### src/rtl/trial_division_prime_test_top_defines.svh
// ----------------------------------------------------------------------------
// Trial division prime test: assertion macros
// Shared concurrent assertion forms, clocked on clk and disabled in reset.
// ----------------------------------------------------------------------------
`ifndef TRIAL_DIVISION_PRIME_TEST_TOP_DEFINES_SVH
`define TRIAL_DIVISION_PRIME_TEST_TOP_DEFINES_SVH

// Same-cycle implication.
`define TDPT_ASSERT_NOW(lbl, ante, cons, msg) \
    lbl: assert property (@(posedge clk) disable iff (!rst_n) (ante) |-> (cons)) \
        else $error(msg);

// Next-cycle implication.
`define TDPT_ASSERT_NEXT(lbl, ante, cons, msg) \
    lbl: assert property (@(posedge clk) disable iff (!rst_n) (ante) |=> (cons)) \
        else $error(msg);

`endif

### src/rtl/tdpt_pkg.sv
// ----------------------------------------------------------------------------
// Trial division prime test: package
// Widths, controller states and the command/status bundles shared by the
// controller and the datapath.
// ----------------------------------------------------------------------------
`default_nettype none

package tdpt_pkg;

    // Operand width and the widths that follow from it.
    localparam int VALUE_W = 32;
    localparam int DIV_W   = VALUE_W / 2;
    localparam int SQ_W    = VALUE_W + 1;
    localparam int CNT_W   = $clog2(VALUE_W);

    // First trial divisor and its square.
    localparam logic [DIV_W-1:0] FIRST_DIV = DIV_W'(3);
    localparam logic [SQ_W-1:0]  FIRST_SQ  = SQ_W'(9);
    localparam logic [CNT_W-1:0] TOP_BIT   = CNT_W'(VALUE_W - 1);

    // Controller states.
    typedef enum logic [2:0] {
        ST_IDLE,
        ST_SCREEN,
        ST_BOUND,
        ST_DIVIDE,
        ST_TEST,
        ST_REPORT
    } state_t;

    // Commands from the controller to the datapath.
    typedef struct packed {
        logic load;
        logic init_trial;
        logic div_step;
        logic next_div;
        logic set_result;
        logic result_val;
    } dp_cmd_t;

    // Status from the datapath to the controller.
    typedef struct packed {
        logic trivial;
        logic trivial_prime;
        logic bound_ok;
        logic div_last;
        logic rem_zero;
    } dp_sts_t;

endpackage

`default_nettype wire

### src/rtl/tdpt_ctrl.sv
// ----------------------------------------------------------------------------
// Trial division prime test: controller
// Sequences screening, the divisor bound check, the serial remainder and
// the report strobe.
// ----------------------------------------------------------------------------
`default_nettype none

module tdpt_ctrl (
    input  wire logic              clk,
    input  wire logic              rst_n,
    input  wire logic              start,
    input  wire tdpt_pkg::dp_sts_t sts,
    output tdpt_pkg::dp_cmd_t      cmd,
    output logic                   busy,
    output logic                   done
);
    import tdpt_pkg::*;

    state_t state_reg;
    state_t state_next;

    // State register.
    always_ff @(posedge clk or negedge rst_n)
    begin
        if (!rst_n)
        begin
            state_reg <= ST_IDLE;
        end
        else
        begin
            state_reg <= state_next;
        end
    end

    // Next-state logic.
    always_comb
    begin
        state_next = state_reg;
        case (state_reg)
            ST_IDLE:
            begin
                if (start)
                begin
                    state_next = ST_SCREEN;
                end
            end
            ST_SCREEN:
            begin
                state_next = sts.trivial ? ST_REPORT : ST_BOUND;
            end
            ST_BOUND:
            begin
                state_next = sts.bound_ok ? ST_DIVIDE : ST_REPORT;
            end
            ST_DIVIDE:
            begin
                if (sts.div_last)
                begin
                    state_next = ST_TEST;
                end
            end
            ST_TEST:
            begin
                state_next = sts.rem_zero ? ST_REPORT : ST_BOUND;
            end
            ST_REPORT:
            begin
                state_next = ST_IDLE;
            end
            default:
            begin
                state_next = ST_IDLE;
            end
        endcase
    end

    // Output logic.
    always_comb
    begin
        cmd  = '0;
        busy = 1'b1;
        done = 1'b0;
        case (state_reg)
            ST_IDLE:
            begin
                busy     = 1'b0;
                cmd.load = start;
            end
            ST_SCREEN:
            begin
                if (sts.trivial)
                begin
                    cmd.set_result = 1'b1;
                    cmd.result_val = sts.trivial_prime;
                end
                else
                begin
                    cmd.init_trial = 1'b1;
                end
            end
            ST_BOUND:
            begin
                // No divisor up to the square root divides: prime.
                if (!sts.bound_ok)
                begin
                    cmd.set_result = 1'b1;
                    cmd.result_val = 1'b1;
                end
            end
            ST_DIVIDE:
            begin
                cmd.div_step = 1'b1;
            end
            ST_TEST:
            begin
                if (sts.rem_zero)
                begin
                    cmd.set_result = 1'b1;
                    cmd.result_val = 1'b0;
                end
                else
                begin
                    cmd.next_div = 1'b1;
                end
            end
            ST_REPORT:
            begin
                done = 1'b1;
            end
            default:
            begin
                busy = 1'b1;
            end
        endcase
    end

endmodule

`default_nettype wire

### src/rtl/tdpt_dpath.sv
// ----------------------------------------------------------------------------
// Trial division prime test: datapath
// Holds the operand, the trial divisor and its square, and a restoring
// remainder unit that retires one dividend bit per cycle.
// ----------------------------------------------------------------------------
`default_nettype none

module tdpt_dpath (
    input  wire logic                                clk,
    input  wire logic                                rst_n,
    input  wire logic signed [tdpt_pkg::VALUE_W-1:0] value,
    input  wire tdpt_pkg::dp_cmd_t                   cmd,
    output tdpt_pkg::dp_sts_t                        sts,
    output logic                                     is_prime
);
    import tdpt_pkg::*;

    logic [VALUE_W-1:0] value_reg;
    logic [DIV_W-1:0]   div_reg;
    logic [DIV_W-1:0]   div_next;
    logic [SQ_W-1:0]    sq_reg;
    logic [SQ_W-1:0]    sq_next;
    logic [DIV_W-1:0]   rem_reg;
    logic [DIV_W-1:0]   rem_next;
    logic [CNT_W-1:0]   cnt_reg;
    logic [CNT_W-1:0]   cnt_next;
    logic               result_reg;
    logic               result_next;
    logic [DIV_W:0]     shifted;

    // One restoring remainder step: bring in the next dividend bit.
    always_comb
    begin
        shifted  = {rem_reg, value_reg[cnt_reg]};
        rem_next = rem_reg;
        cnt_next = cnt_reg;
        div_next = div_reg;
        sq_next  = sq_reg;
        if (cmd.init_trial)
        begin
            div_next = FIRST_DIV;
            sq_next  = FIRST_SQ;
            rem_next = '0;
            cnt_next = TOP_BIT;
        end
        else if (cmd.next_div)
        begin
            // (d + 2)^2 = d^2 + 4d + 4
            div_next = div_reg + DIV_W'(2);
            sq_next  = sq_reg + {{(SQ_W-DIV_W-2){1'b0}}, div_reg, 2'b00} + SQ_W'(4);
            rem_next = '0;
            cnt_next = TOP_BIT;
        end
        else if (cmd.div_step)
        begin
            if (shifted >= {1'b0, div_reg})
            begin
                rem_next = DIV_W'(shifted - {1'b0, div_reg});
            end
            else
            begin
                rem_next = shifted[DIV_W-1:0];
            end
            cnt_next = cnt_reg - CNT_W'(1);
        end
    end

    // Result flag.
    always_comb
    begin
        result_next = cmd.set_result ? cmd.result_val : result_reg;
    end

    // Operand and trial registers.
    always_ff @(posedge clk or negedge rst_n)
    begin
        if (!rst_n)
        begin
            value_reg <= '0;
            div_reg   <= FIRST_DIV;
            sq_reg    <= FIRST_SQ;
            rem_reg   <= '0;
            cnt_reg   <= '0;
        end
        else
        begin
            if (cmd.load)
            begin
                value_reg <= VALUE_W'(value);
            end
            div_reg    <= div_next;
            sq_reg     <= sq_next;
            rem_reg    <= rem_next;
            cnt_reg    <= cnt_next;
        end
    end

    // Result register.
    always_ff @(posedge clk or negedge rst_n)
    begin
        if (!rst_n)
        begin
            result_reg <= 1'b0;
        end
        else
        begin
            result_reg <= result_next;
        end
    end

    // Status toward the controller.
    always_comb
    begin
        sts.trivial       = value_reg[VALUE_W-1] || !value_reg[0]
                            || (value_reg < VALUE_W'(3));
        sts.trivial_prime = (value_reg == VALUE_W'(2));
        sts.bound_ok      = (sq_reg <= {1'b0, value_reg});
        sts.div_last      = (cnt_reg == '0);
        sts.rem_zero      = (rem_reg == '0);
    end

    assign is_prime = result_reg;

endmodule

`default_nettype wire

### src/rtl/trial_division_prime_test_top.sv
// ----------------------------------------------------------------------------
// Trial division prime test: top level
// Tests one signed integer for primality by trial division with odd
// divisors from three up to the square root.
// ----------------------------------------------------------------------------
//
//  Channel   Handshake                 Data
//  -------   -----------------------   --------------------------
//  input     start, busy (taken when   value (32 bits, signed)
//            start high, busy low)
//  result    done (one-cycle strobe)   is_prime (1 bit)
//
// Negative, zero, one and even values go from the transfer in through screen
// and report, where done shows; a new value is then taken back in idle.
// For odd values each trial divisor takes one bound check, a pass of the
// bit-serial remainder unit over every dividend bit and one test. A large
// prime near 2^31 needs about 23170 trials. Reset clears the controller and
// the datapath registers at once. The receiver cannot stall; busy stays
// high until done has shown.
// ----------------------------------------------------------------------------
`default_nettype none

`include "trial_division_prime_test_top_defines.svh"

module trial_division_prime_test_top (
    input  wire logic                                clk,
    input  wire logic                                rst_n,
    input  wire logic                                start,
    output logic                                     busy,
    input  wire logic signed [tdpt_pkg::VALUE_W-1:0] value,
    output logic                                     done,
    output logic                                     is_prime
);
    import tdpt_pkg::*;

    dp_cmd_t cmd;
    dp_sts_t sts;

    // Sequencer.
    tdpt_ctrl u_ctrl (
        .clk   (clk),
        .rst_n (rst_n),
        .start (start),
        .sts   (sts),
        .cmd   (cmd),
        .busy  (busy),
        .done  (done)
    );

    // Operand, divisor and remainder unit.
    tdpt_dpath u_dpath (
        .clk      (clk),
        .rst_n    (rst_n),
        .value    (value),
        .cmd      (cmd),
        .sts      (sts),
        .is_prime (is_prime)
    );

    // A transfer in makes the block busy on the next cycle.
    `TDPT_ASSERT_NEXT(a_busy_after_start, start && !busy, busy, "not busy after transfer")
    // The result strobe lasts one cycle only.
    `TDPT_ASSERT_NEXT(a_done_single, done, !done && !busy, "done strobe not single")
    // A remainder step never coincides with a new divisor or a result.
    `TDPT_ASSERT_NOW(a_cmd_excl, cmd.div_step, !cmd.next_div && !cmd.set_result,
        "conflicting datapath commands")

endmodule

`default_nettype wire

### config.mk
export PLATFORM = sky130hd
export DESIGN_NAME = trial_division_prime_test_top
export DESIGN_NICKNAME = d
export VERILOG_FILES = /design/src/rtl/tdpt_pkg.sv /design/src/rtl/tdpt_ctrl.sv /design/src/rtl/tdpt_dpath.sv /design/src/rtl/trial_division_prime_test_top.sv
export VERILOG_INCLUDE_DIRS = /design/src /design/src/rtl
export SDC_FILE = /design/constraint.sdc
export NUM_CORES = 1
export LEC_CHECK = 0
export ABC_AREA = 1
export BUFFER_PORTS_ARGS = -buffer_cell sky130_fd_sc_hd__buf_2
export CAP_MARGIN = 20
export CORE_MARGIN = 2
export CORE_UTILIZATION = 43
export DETAILED_ROUTE_END_ITERATION = 6
export GPL_TIMING_DRIVEN = 0
export PLACE_DENSITY_LB_ADDON = 0.2
export SLEW_MARGIN = 40
export SYNTH_ARGS = -nofsm -noshare
export SYNTH_HDL_FRONTEND = slang
export SYNTH_SLANG_ARGS = --single-unit
export TNS_END_PERCENT = 10
### constraint.sdc
create_clock -name clk -period 2.9 [get_ports clk]
set_input_delay 0.145 -clock clk [delete_from_list [all_inputs] [get_ports clk]]
set_output_delay 0.145 -clock clk [all_outputs]
set_load 0.02 [all_outputs]
# Yosys cells after proc, flatten, opt, wreduce, memory -nomap -nowiden
# Index checks and enable logic that the tools add are counted.
dict set report word_totals {
  input_bits 35
  output_inout_bits 3
  word_cells 64
  regBits 106
}
dict set report classes {
  n_eq_ne 8
  magnitude_cmp 4
  mux 31
  add_sub_neg 5
  n_reduce_logical 9
}
# operator count
set op_table {}
lappend op_table {{16-bit two-way mux} 6}
lappend op_table {{33-bit two-way mux} 2}
lappend op_table {{33-bit by 18-bit adder with 33-bit output} 1}
lappend op_table {{33-bit by 3-bit adder with 33-bit output, second input constant} 1}
lappend op_table {{33-bit by 32-bit <= comparator with 1-bit output} 1}
lappend op_table {{32-bit by 2-bit equality test with 1-bit output, second input constant} 1}
lappend op_table {{32-bit by 2-bit < comparator with 1-bit output, second input constant} 1}
lappend op_table {{17-bit by 16-bit >= comparator with 1-bit output} 1}
lappend op_table {{16-bit by 2-bit adder with 16-bit output, second input constant} 1}
lappend op_table {{16-bit logical NOT} 1}
lappend op_table {{16-bit subtractor} 1}
lappend op_table {{3-bit two-way mux} 5}
lappend op_table {{5-bit two-way mux} 3}
lappend op_table {{3-bit one-hot mux with 5 select lines} 1}
lappend op_table {{1-bit two-way mux} 9}
lappend op_table {{3-bit by 2-bit equality test with 1-bit output, second input constant} 2}
lappend op_table {{3-bit equality test, second input constant} 2}
lappend op_table {{5-bit by 6-bit < comparator with 1-bit output, second input constant} 1}
lappend op_table {{2-bit two-way mux} 3}
lappend op_table {{2-bit one-hot mux with 3 select lines} 1}
lappend op_table {{1-bit binary-select mux with 5-bit select} 1}
lappend op_table {{5-bit logical NOT} 1}
lappend op_table {{5-bit by 1-bit subtractor with 5-bit output, second input constant} 1}
lappend op_table {{2-bit inequality test, second input constant} 2}
lappend op_table {{7 further kinds} 8}

# Logic depth before layout (Yosys ltp)
# Gate-level depths: netlist of the first run.
dict set report logic_depth {
  ltp_word 7
  depth_mapped 24
  mapped_depth_nobuf 23
}

# Hierarchy
# From an unflattened synthesis of the first run, not the netlist that was laid out.
dict set report unflattened {
  hier_cells 1204
  area_unflattened_um2 8147.8
}
# module area_per_inst_um2 cells_per_inst instances seq_area_each_um2
set modules_own_cells {}
lappend modules_own_cells {tdpt_dpath 7898.8 1162 1 2531.2}
lappend modules_own_cells {tdpt_ctrl 249.0 42 1 75.1}

# Least setup slack after synthesis of the first run
# No wires, ideal clock.
dict set report synth_path {
  path_kind {register to register}
  from {reg u_dpath.cnt_reg[0]}
  to {reg u_dpath.rem_reg[10]}
  synth_period_minus_slack_ns 2.548
  arrival_time_ns 2.430
  path_slack_ns 0.352
  t_required_ns 2.783
  path_stages_with_launch 21
  setup_ns 0.117
  n_path_buf 2
  path_cell_list {dfrtp_1 buf_2 clkbuf_1 a21oi_1 o21ai_0 nand3_1 nand3_1 nand2_1 nand2_1 ha_1 inv_1 fa_1 nand3_1 nand2_1 nand3_1 nand2_1 a21o_1 nand2_1 nand3_1 nand3_1 nand2_1}
}
dict set report synth_via {
  elab_chain_len 7
  word_cells_on_any_way 8
  classes_between {add/sub: 1; order compare: 1; mux: 6}
}
# element line_no
set synth_rtl {}
lappend synth_rtl {{start, declared} tdpt_dpath.sv:25} ;# logic [CNT_W-1:0] cnt_reg;
lappend synth_rtl {{start signal, assigned} tdpt_dpath.sv:94} ;# cnt_reg <= cnt_next;
lappend synth_rtl {{1-bit binary-select mux with 5-bit select *} tdpt_dpath.sv:34} ;# shifted = {rem_reg, value_reg[cnt_reg]};
lappend synth_rtl {{1-bit two-way mux (implied by the code) *} tdpt_dpath.sv:34}
lappend synth_rtl {{16-bit subtractor / 17-bit by 16-bit >= comparator with 1-bit output (equally long branches)} {tdpt_dpath.sv:58, tdpt_dpath.sv:56}}
lappend synth_rtl {{16-bit two-way mux *} tdpt_dpath.sv:56} ;# if (shifted >= {1'b0, div_reg})
lappend synth_rtl {{16-bit two-way mux *} tdpt_dpath.sv:54} ;# else if (cmd.div_step)
lappend synth_rtl {{16-bit two-way mux *} tdpt_dpath.sv:46} ;# else if (cmd.next_div)
lappend synth_rtl {{16-bit two-way mux *} tdpt_dpath.sv:39} ;# if (cmd.init_trial)
lappend synth_rtl {{end signal, assigned} tdpt_dpath.sv:93} ;# rem_reg <= rem_next;
lappend synth_rtl {{end, declared} tdpt_dpath.sv:23} ;# logic [DIV_W-1:0] rem_reg;
# Every way passes the cells marked *; elsewhere a longest branch is shown, timed or not. The select of a mux whose other input is x is not followed.
# A chain may end at the register's enable or synchronous reset.

# Final worst setup path of the first run
# Same ends and word-level chain as after synthesis.

==> impl_metrics.yaml, run 1 <==
outcome:
  status: "finished, final reports clean"
finish:
  finalNonFillerCells: 1453
  layout_commonest_cell: "nand2_1"
  fill_cells: 1884
  final_util: 0.492
  n_antenna_cell: 0
  area_delta_synth_final_pct: 13.3
  layout_common_cells: "nand2_1, nor2_1, inv_1"
  drive_gt1_frac: 0.112
  nets: 1334
place:
  place_congestion: 0.927
  place_hpwl_mm: 18.0
  post-place-cells: 1428
  port_buffers: 37
timing:
  finalCritPeriodShare: 0.959
  slew_viol_final: 0
  hold-worst-slack_ns: 0.0230
  clock.fmax_mhz: 359
  final-setup-viol-count: 0
  tightest_slew_ns: 0.540
  slew_headroom: 0.640
  hold_viol: 0
  clock_skew_ns: 0.00608
  rsz0062_at_grt: "yes"
  finalSetupTns_ns: 0
  min_period_ns: 2.78
setup_path:
  critPathKind: "reg2reg"
  r2r_cells: 21
  worst_path_max_delay_cell: "dfrtp_1"
  startpoint_type: "flip-flop"
  required_ns: 3.16
  crit-reg2reg-launch: "u_dpath.cnt_reg[0]$_DFFE_PN0P_"
  end_kind: "flip-flop"
  r2r_end: "u_dpath.rem_reg[10]$_DFFE_PN0P_"
  critPathMaxStageDelay_ns: 0.42
  reg2reg_slack_ns: 0.12
  path_cells: "buf_6, buf_8, o21ai_2, nand2_2, nand2_1, nand2_1, nor2_1, nand2_1, nand2_2, ha_4, inv_2, fa_2, nand3_2, nand2_4, nand3_4, nand2_4, a21o_1, nand2_1, nand3_1, nand3_1, nand2_1"
  critPathLaunch: "u_dpath.cnt_reg[0]$_DFFE_PN0P_"
  critPathArrivalTime_ns: 3.04
  cp_common_cell: "nand2_1"
  crit_fanout: 10
floorplan:
  dieHeight_um: 141
  die-area_um2: 19800
  dieWidth_um: 141
  floorplan.initialDensity: 0.434
  io_pins: 38
  std_cell_rows: 50
  core_um2: 18500
clocking:
  clock_sinks: 104
  cts_tree: "built"
  numCtsBuffers: 9
  clkSlewWorstSetupHoldPaths_ns: 0.08
  clk_latency_ns: 0.36
  htree_levels: 3
  cts.path.max_buffers: 2
  root_buffer: "clkbuf_16"
yosys:
  synth-edff-count: 0
  synthCells: 1156
  ys_ff_latch: 104
  syn_avg_cell_area_um2: 6.96
  ys_seq_area_frac: 0.324
  synth_warnings: 0
  synth-async-reset-ratio: 1.00
  ys_types: 43
  synth_fp_nets: 1275
  synth_area_um2: 8040
  synth_flop_cell: "dfrtp_1"
min_path:
  whs_endpoint: "u_dpath.value_reg[13]$_DFFE_PN0P_"
  whs_path_depth: 3
  hp-start: "value[13]"
  worstHoldPathType: "in2reg"
grt:
  grt_max_degree: 71
  antenna_found_initial: 0
  grt_overflow: 0
  first_global_vias: 7100
  grtUsageTotal: 0.234
  grt_pass1_wl_mm: 36.6
route:
  avgRoutedWirePerCell_um: 15.8
  drtIter0Drc: 460
  vias: 7620
  drtPass1Iterations: 5
  viasPerCell: 5.24
  wl_mm: 23.0
  antenna_left: 0
  remaining_drc_errors: 0
pwr:
  power.total_mw: 8.53
  p_per_area_nw_per_um2: 935
  p_leak_nw: 4.80
  vdd_ir_drop_max_mv: 0.378
run:
  max-cap-violations: 0
cells by family (layout without fill, tap and decap cells):
kind of cell | count (synthesis) | in the layout | share of synthesized area
buffers and inverters | 164 | 227 | 0.0824
adders and majority gates | 84 | 84 | 0.133
and+or+nand+nor | 598 | 598 | 0.313
DFF | 104 | 104 | 0.324
xor gates and xnor gates | 29 | 29 | 0.0316
AOI/OAI and AO/OA | 177 | 177 | 0.117
per-stage QoR:
stage | instance area, µm² | setup WS [ns]
2_1_floorplan | 8040 | 0.352
3_3_place_gp | 8520 | -0.295
3_5_place_dp | 8560 | -0.322
4_1_cts | 8910 | 0.00282
5_1_grt | 9120 | -0.0318
6_report | 9120 | 0.118
metal layers:
| layer | share of wire | track usage | vias to the layer above |
|---|---|---|---|
| met3 | 0.042 | 0.0377 | 42 |
| met2 | 0.45 | 0.372 | 170 |
| met1 | 0.48 | 0.328 | 3502 |
| met4 | 0.025 | 0.0732 | 0 |
| met5 | 0 | 0 | - |
| li1 | - | - | 3906 |
worst max-delay path by stage:
stage / endpoint / slack (ns) / cells past startpoint
after floorplan: u_dpath.rem_reg[10]$_DFFE_PN0P_ / 0.35 / 20
after CTS: u_dpath.rem_reg[10]$_DFFE_PN0P_ / 0.003 / 21
after detailed placement: u_dpath.rem_reg[10]$_DFFE_PN0P_ / -0.32 / 20
after global placement: u_dpath.rem_reg[10]$_DFFE_PN0P_ / -0.29 / 20
after global routing: u_dpath.rem_reg[10]$_DFFE_PN0P_ / -0.03 / 21
final: u_dpath.rem_reg[10]$_DFFE_PN0P_ / 0.12 / 21
area by class of cell:
class,instances,area (µm²),area share
multi-input combinational,888,4880,0.535
sequential,104,2610,0.286
inverter,140,538,0.0590
timing repair buffer,48,318,0.0349
tap,234,293,0.0321
clock buffer,10,229,0.0251
buffer,24,173,0.0189
clock inverter,5,81.3,0.00892
Yosys cell counts (6+ instances only):
cell type    n  share of area
o21ai_0     36          0.022
nor3_1      20          0.012
buf_2        9         0.0056
xor2_1      12          0.013
a21oi_1    102          0.063
nand2_1    318           0.15
nand4_1     28          0.022
clkbuf_1     8         0.0037
dfrtp_1    101           0.31
ha_1        82           0.13
o21ai_1     16          0.010
nand3_1     75          0.047
inv_1      116          0.054
xnor2_1     17          0.019
nor2_1     133          0.062
nand2_2      6         0.0047
a31oi_1      6         0.0047
inv_2       23          0.011
where the power goes:
part | total [mW] | internal, mW | leakage [nW] | switching (mW)
Sequential | 2.17 | 1.86 | 1.29 | 0.316
Clock | 1.35 | 0.755 | 0.149 | 0.593
Combinational | 5.00 | 1.88 | 3.36 | 3.12
critical path, delay by kind of cell, from the launching register on:
family	cells	cell delay, ns
DFF	1	0.42
and+or+nand+nor	14	1.07
adders and majority gates	2	0.50
buffers and inverters	3	0.35
AOI/OAI and AO/OA	2	0.31
timing repair:
item                                    4_1_cts  5_1_grt
setup buffers                                 0        7
pin swaps                                     1        7
endpoints found under the setup margin       16       16
cloned                                        0        2
resized for setup                            12       35
hold endpoints to repair                     34        0
hold buffers                                  1        0
Power figures use the tool's default switching activity.
==> run 2, diff against run 1 <==
--- a/config.mk
+++ b/config.mk
@@ -13,7 +13,9 @@
 export CORE_UTILIZATION = 43
 export DETAILED_ROUTE_END_ITERATION = 6
 export GPL_TIMING_DRIVEN = 0
+export MAX_ROUTING_LAYER = met4
 export PLACE_DENSITY_LB_ADDON = 0.2
+export RECOVER_POWER = 50
 export SLEW_MARGIN = 40
 export SYNTH_ARGS = -nofsm -noshare
 export SYNTH_HDL_FRONTEND = slang
==> constraint.sdc (replaced) <==
create_clock -name clk -period 2.9 [get_ports clk]
set_input_delay 0.29 -clock clk [delete_from_list [all_inputs] [get_ports clk]]
set_output_delay 0.29 -clock clk [all_outputs]
set_load 0.02 [all_outputs]
==> run 2 against run 1 <==
The flow now finishes with violations (design-rule violations, max-capacitance violations, max-slew violations). Count of clock-buffer cells in the layout is 1 higher. Sequential share of layout area is 0.36 points higher. Core utilization is 0.61 points lower. Fmax is 0.98% higher. Global-route usage is 0.86 points higher. First-iteration DRC count is 3.0% higher. Critical path depth is 2 lower. Clock power hardly changed. Worst setup slack better by 0.027 ns. Sequential power hardly changed. Cell count is 0.21% lower. Largest cell class unchanged. Highest routed layer unchanged.
==> impl_metrics.yaml, run 2 (synthesis gave the netlist of run 1 again) <==
finish:
  drive_gt1_frac: 0.104
  nets: 1330
  multi_input_area_um2: 4840
  n_antenna_cell: 0
  area_delta_synth_final_pct: 11.9
  fill_cells: 1890
  register_area_um2: 2610
  layout_common_cells: "nand2_1, nor2_1, inv_1"
  layout_commonest_cell: "nand2_1"
timing:
  finalCritPeriodShare: 0.950
  clock_skew_ns: 0.00845
  hold_viol: 0
  min_period_ns: 2.76
  finalSetupTns_ns: 0
  final-setup-viol-count: 0
  slew_viol_final: 36
  slew_headroom: -0.450
  setup_slack_ns: 0.145
  clock.fmax_mhz: 363
  tightest_slew_ns: 2.18
setup_path:
  critPathMaxStageDelay_ns: 0.38
  critPathArrivalTime_ns: 3.02
  crit_fanout: 10
  critPathKind: "reg2reg"
  critical_path_buf_inv_count: 3
  path_cells: "buf_6, buf_8, o21ai_1, nand3_1, nand3_1, nand2_1, nand2_2, ha_2, inv_2, fa_2, nand3_1, nand2_2, nand3_2, nand2_4, a21o_1, nand2_1, nand3_1, nand3_1, nand2_1"
  critical-path-top-delay-family: "simple AND/OR/NAND/NOR gates"
  startpoint_type: "flip-flop"
  end_kind: "flip-flop"
  cp_common_cell: "nand3_1"
  worst_path_max_delay_cell: "dfrtp_1"
  required_ns: 3.17
clocking:
  root_buffer: "clkbuf_16"
  cts.path.max_buffers: 2
  numCtsBuffers: 9
  htree_levels: 3
  cts_tree: "built"
  clock_sinks: 104
  clkSlewWorstSetupHoldPaths_ns: 0.08
  clk_latency_ns: 0.37
outcome:
  status: "complete, but fails checks"
  violations: "design-rule violations, max-capacitance violations, max-slew violations"
route:
  remaining_drc_errors: 9
  antenna_left: 0
  drtIter0Drc: 474
  drtPass1Iterations: 7
  avgRoutedWirePerCell_um: 15.8
  vias: 7542
  viasPerCell: 5.20
  wl_mm: 23.0
floorplan:
  std_cell_rows: 50
  dieWidth_um: 141
  dieHeight_um: 141
  core_um2: 18500
  floorplan.initialDensity: 0.434
  io_pins: 38
  die-area_um2: 19800
place:
  pre_cts_slack_ns: -0.344
  place_congestion: 0.945
  port_buffers: 37
  place_hpwl_mm: 18.1
pwr:
  p_leak_nw: 4.76
  vdd_ir_drop_max_mv: 0.406
  p_per_area_nw_per_um2: 919
grt:
  grt_util_met3: 0.0374
  grt_max_degree: 70
  use_met1: 0.325
  grt_pass1_wl_mm: 36.7
  first_global_vias: 7116
  gr-max-usage-layer: "met2"
  grt_overflow: 0
  grtUsageTotal: 0.242
  antenna_found_initial: 0
  grt.met2_usage: 0.384
run:
  max-cap-violations: 1
min_path:
  worstHoldPathType: "in2reg"
[run 2: cell types whose count changed in the layout (fill, tap and decap cells not counted), moves of 2 or more]
cell | previous run | this run
a21oi_1 | 98 | 101
a21oi_2 | 5 | 2
buf_4 | 12 | 9
buf_8 | 4 | 2
clkbuf_1 | 8 | 10
inv_6 | 1 | 3
nand3_1 | 72 | 74
nand3_4 | 2 | 0
[run 2: metrics by stage]
stage	cells	total power, mW	hold WS (ns)	area, µm²	util
after global routing	1450	9.04	0.165	9000	0.486
after global placement	1427	6.51	0.493	8520	0.460
final	1450	8.28	0.160	9000	0.486
after floorplan	1156	5.39	-0.00559	8040	-
after CTS	1445	7.97	0.161	8900	0.481
after detailed placement	1428	6.58	0.185	8560	0.462
[run 2: cell type report]
class / instances / area share
clock inverters: 5 / 0.00709
clock buffers: 11 / 0.0270
inverters: 140 / 0.0592
plain buffers: 24 / 0.0188
repair buffers: 43 / 0.0278
multi-input cells: 889 / 0.538
flip-flops and latches: 104 / 0.290
well taps: 234 / 0.0325
[run 2: worst paths after layout]
check                                          startpoint                                 to  slack, ns  depth (start not counted)
max in group asynchronous                           rst_n     u_dpath.sq_reg[30]$_DFFE_PN0P_       0.55                          2
min                                             value[23]  u_dpath.value_reg[23]$_DFFE_PN0P_       0.16                          3
max reg2reg                u_dpath.cnt_reg[0]$_DFFE_PN0P_    u_dpath.rem_reg[10]$_DFFE_PN0P_       0.14                         19
min in group asynchronous                           rst_n    u_dpath.rem_reg[10]$_DFFE_PN0P_       1.10                          2
min reg2reg                  u_dpath.is_prime$_DFFE_PN0P_       u_dpath.is_prime$_DFFE_PN0P_       0.51                          2
max                        u_dpath.cnt_reg[0]$_DFFE_PN0P_    u_dpath.rem_reg[10]$_DFFE_PN0P_       0.14                         19
[run 2: power breakdown]
group | leakage, nW | internal, mW | switching [mW]
clock | 0.147 | 0.703 | 0.618
combinational | 3.31 | 1.73 | 3.07
sequential | 1.29 | 1.86 | 0.305
[run 2: worst reg2reg max path, stage by stage (launching register included)]
cell and delay, ns:
dfrtp_1 0.38, buf_6 0.15, buf_8 0.15, o21ai_1 0.22, nand3_1 0.14, nand3_1 0.11, nand2_1 0.07, nand2_2 0.08
ha_2 0.17, inv_2 0.04, fa_2 0.35, nand3_1 0.09, nand2_2 0.09, nand3_2 0.10, nand2_4 0.07, a21o_1 0.16
nand2_1 0.05, nand3_1 0.10, nand3_1 0.08, nand2_1 0.05
[run 2: routing by layer]
metal | up-vias | part of all wire | wire (µm)
li1 | 3904 | - | -
met1 | 3466 | 0.48 | 11100
met2 | 144 | 0.46 | 10500
met3 | 28 | 0.037 | 858
met4 | 0 | 0.021 | 478
met5 | - | 0 | 0
[run 2: repair_timing]
action	in CTS	in global routing
resized for setup	12	23
pin swaps	0	2
gates cloned	0	1
hold buffers	1	0
endpoints found under the setup margin	16	16
endpoints found under the hold margin	35	0
buffers inserted	0	4
==> run 3, diff against run 2 <==
--- a/config.mk
+++ b/config.mk
@@ -9,7 +9,7 @@
 export ABC_AREA = 1
 export BUFFER_PORTS_ARGS = -buffer_cell sky130_fd_sc_hd__buf_2
 export CAP_MARGIN = 20
-export CORE_MARGIN = 2
+export CORE_MARGIN = 1
 export CORE_UTILIZATION = 43
 export DETAILED_ROUTE_END_ITERATION = 6
 export GPL_TIMING_DRIVEN = 0
==> run 3 against run 2 <==
The flow finishes with violations (design-rule violations). Cell count fell by 0.41%. Worst setup slack improved by 0.020 ns. Non-clock buffer count rose by 2. Fmax rose by 0.74%. Sequential share of layout area fell by 0.092 points. Critical path depth fell by 10. Design area rose by 0.32%. Via count rose by 3.6%. Sequential power barely moved. Clock skew fell by 0.00083 ns. Clock power barely moved. Sequential cell count did not move.
==> impl_metrics.yaml, run 3 (synthesis gave the netlist of run 1 again) <==
outcome:
  violations: "design-rule violations"
  status: "complete, but fails checks"
grt:
  grt_overflow: 0
  grt_pass1_wl_mm: 37.8
  first_global_vias: 7257
  grtUsageTotal: 0.258
  grt_max_degree: 58
  antenna_found_initial: 0
timing:
  setup_slack_ns: 0.165
  slew_viol_final: 0
  final-setup-viol-count: 0
  tightest_slew_ns: 1.23
  finalSetupTns_ns: 0
  clock_skew_ns: 0.00762
  min_period_ns: 2.74
  hold_viol: 0
  finalCritPeriodShare: 0.943
  slew_headroom: 0.178
  clock.fmax_mhz: 366
  hold-worst-slack_ns: 0.182
clocking:
  clock_sinks: 104
  clk_latency_ns: 0.36
  numCtsBuffers: 9
  clkSlewWorstSetupHoldPaths_ns: 0.07
  root_buffer: "clkbuf_16"
  cts.path.max_buffers: 2
  htree_levels: 3
  cts_tree: "built"
route:
  drtPass1Iterations: 7
  antenna_left: 0
  wl_mm: 23.4
  vias: 7814
  drtIter0Drc: 474
  remaining_drc_errors: 6
  avgRoutedWirePerCell_um: 16.2
  viasPerCell: 5.41
pwr:
  intPower_mw: 4.43
  p_switching_mw: 3.99
  seqPwrFrac: 0.258
  power.total_mw: 8.42
  vdd_ir_drop_max_mv: 0.386
  clockPowerShare: 0.158
  p_per_area_nw_per_um2: 932
  combPwrFrac: 0.583
  p_sw_frac: 0.474
  p_leak_nw: 4.77
setup_path:
  startpoint_type: "flip-flop"
  required_ns: 3.14
  critPathArrivalTime_ns: 2.97
  crit-reg2reg-launch: "u_dpath.div_reg[1]$_DFFE_PN1P_"
  crit_fanout: 4
  critPathKind: "reg2reg"
  end_kind: "flip-flop"
  critPathLaunch: "u_dpath.div_reg[1]$_DFFE_PN1P_"
finish:
  layout_common_cells: "nand2_1, nor2_1, inv_1"
  layout_commonest_cell: "nand2_1"
  fill_cells: 1823
  n_antenna_cell: 0
  drive_gt1_frac: 0.112
  final_area_um2: 9030
  area_delta_synth_final_pct: 12.3
  nets: 1331
floorplan:
  dieWidth_um: 139
  floorplan.initialDensity: 0.443
  std_cell_rows: 49
  io_pins: 38
  core_um2: 18100
  dieHeight_um: 139
  die-area_um2: 19300
place:
  place_hpwl_mm: 18.4
  place_congestion: 0.880
  port_buffers: 37
  pre_cts_slack_ns: -0.296
  placed_area_um2: 8550
min_path:
  hp-start: "value[18]"
  worstHoldPathType: "in2reg"
run:
  max-cap-violations: 0
[run 3: cell types whose count changed in the layout (fill, tap and decap cells not counted), sizes merged]
cell      change
bufinv        +1
clkbuf        +1
clkinv        +1
clkinvlp      -1
inv           -2
nand2         -1
[run 3: per-layer routing]
layer,vias to the layer above,GRT usage,wire length [µm]
met2,189,0.388,10400
li1,3905,-,-
met3,28,0.0338,1220
met4,0,0.0655,364
met1,3692,0.365,11500
met5,-,-,0
[run 3: repair_timing]
item	CTS	global route
resized for setup	10	36
endpoints found under the hold margin	47	0
hold buffers	1	0
buffers inserted	0	7
pin swaps	0	17
gates cloned	0	1
endpoints found under the setup margin	13	16
[run 3: path summary, 6_finish.rpt]
kind,depth (start not counted),slack (ns),to
setup / recovery,9,0.16,u_dpath.sq_reg[17]$_DFFE_PN0P_
hold / removal,3,0.18,u_dpath.value_reg[18]$_DFFE_PN0P_
setup reg to reg,9,0.16,u_dpath.sq_reg[17]$_DFFE_PN0P_
hold reg to reg,2,0.50,u_dpath.is_prime$_DFFE_PN0P_
max in group asynchronous,3,0.62,u_dpath.value_reg[23]$_DFFE_PN0P_
min in group asynchronous,2,0.70,u_dpath.rem_reg[9]$_DFFE_PN0P_
[run 3: final cells by class]
type	instances	area, µm²	share of cell area
plain buffers	23	154	0.0170
multi-input cells	888	4870	0.539
flip-flops and latches	104	2610	0.289
clock buffers	10	239	0.0265
repair buffers	46	272	0.0301
clock inverters	4	70.1	0.00776
well taps	229	287	0.0317
inverters	140	536	0.0593
[run 3: worst max-delay path: stages, from the launching register on]
cell and delay, ns:
dfstp_2 0.58, ha_1 0.24, ha_1 0.23, fa_1 0.44, nand3_1 0.10, nand3_1 0.15
a21oi_1 0.37, o21ai_0 0.20, o21ai_0 0.22, nand2_1 0.07
[run 3: power by group through the flow]
stage / registers [mW] / clock network (mW) / logic [mW]
2_1_floorplan: 2.09 / 0 / 3.30
3_3_place_gp: 2.18 / 0 / 4.32
3_5_place_dp: 2.18 / 0 / 4.42
4_1_cts: 2.16 / 1.35 / 4.48
5_1_grt: 2.22 / 1.39 / 5.53
6_report: 2.18 / 1.33 / 4.91
[run 3: through the flow]
step	cells	utilization
detailed placement	1423	0.471
global route	1444	0.498
CTS	1438	0.490
global placement	1422	0.469
floorplan	1156	-
finish	1444	0.498
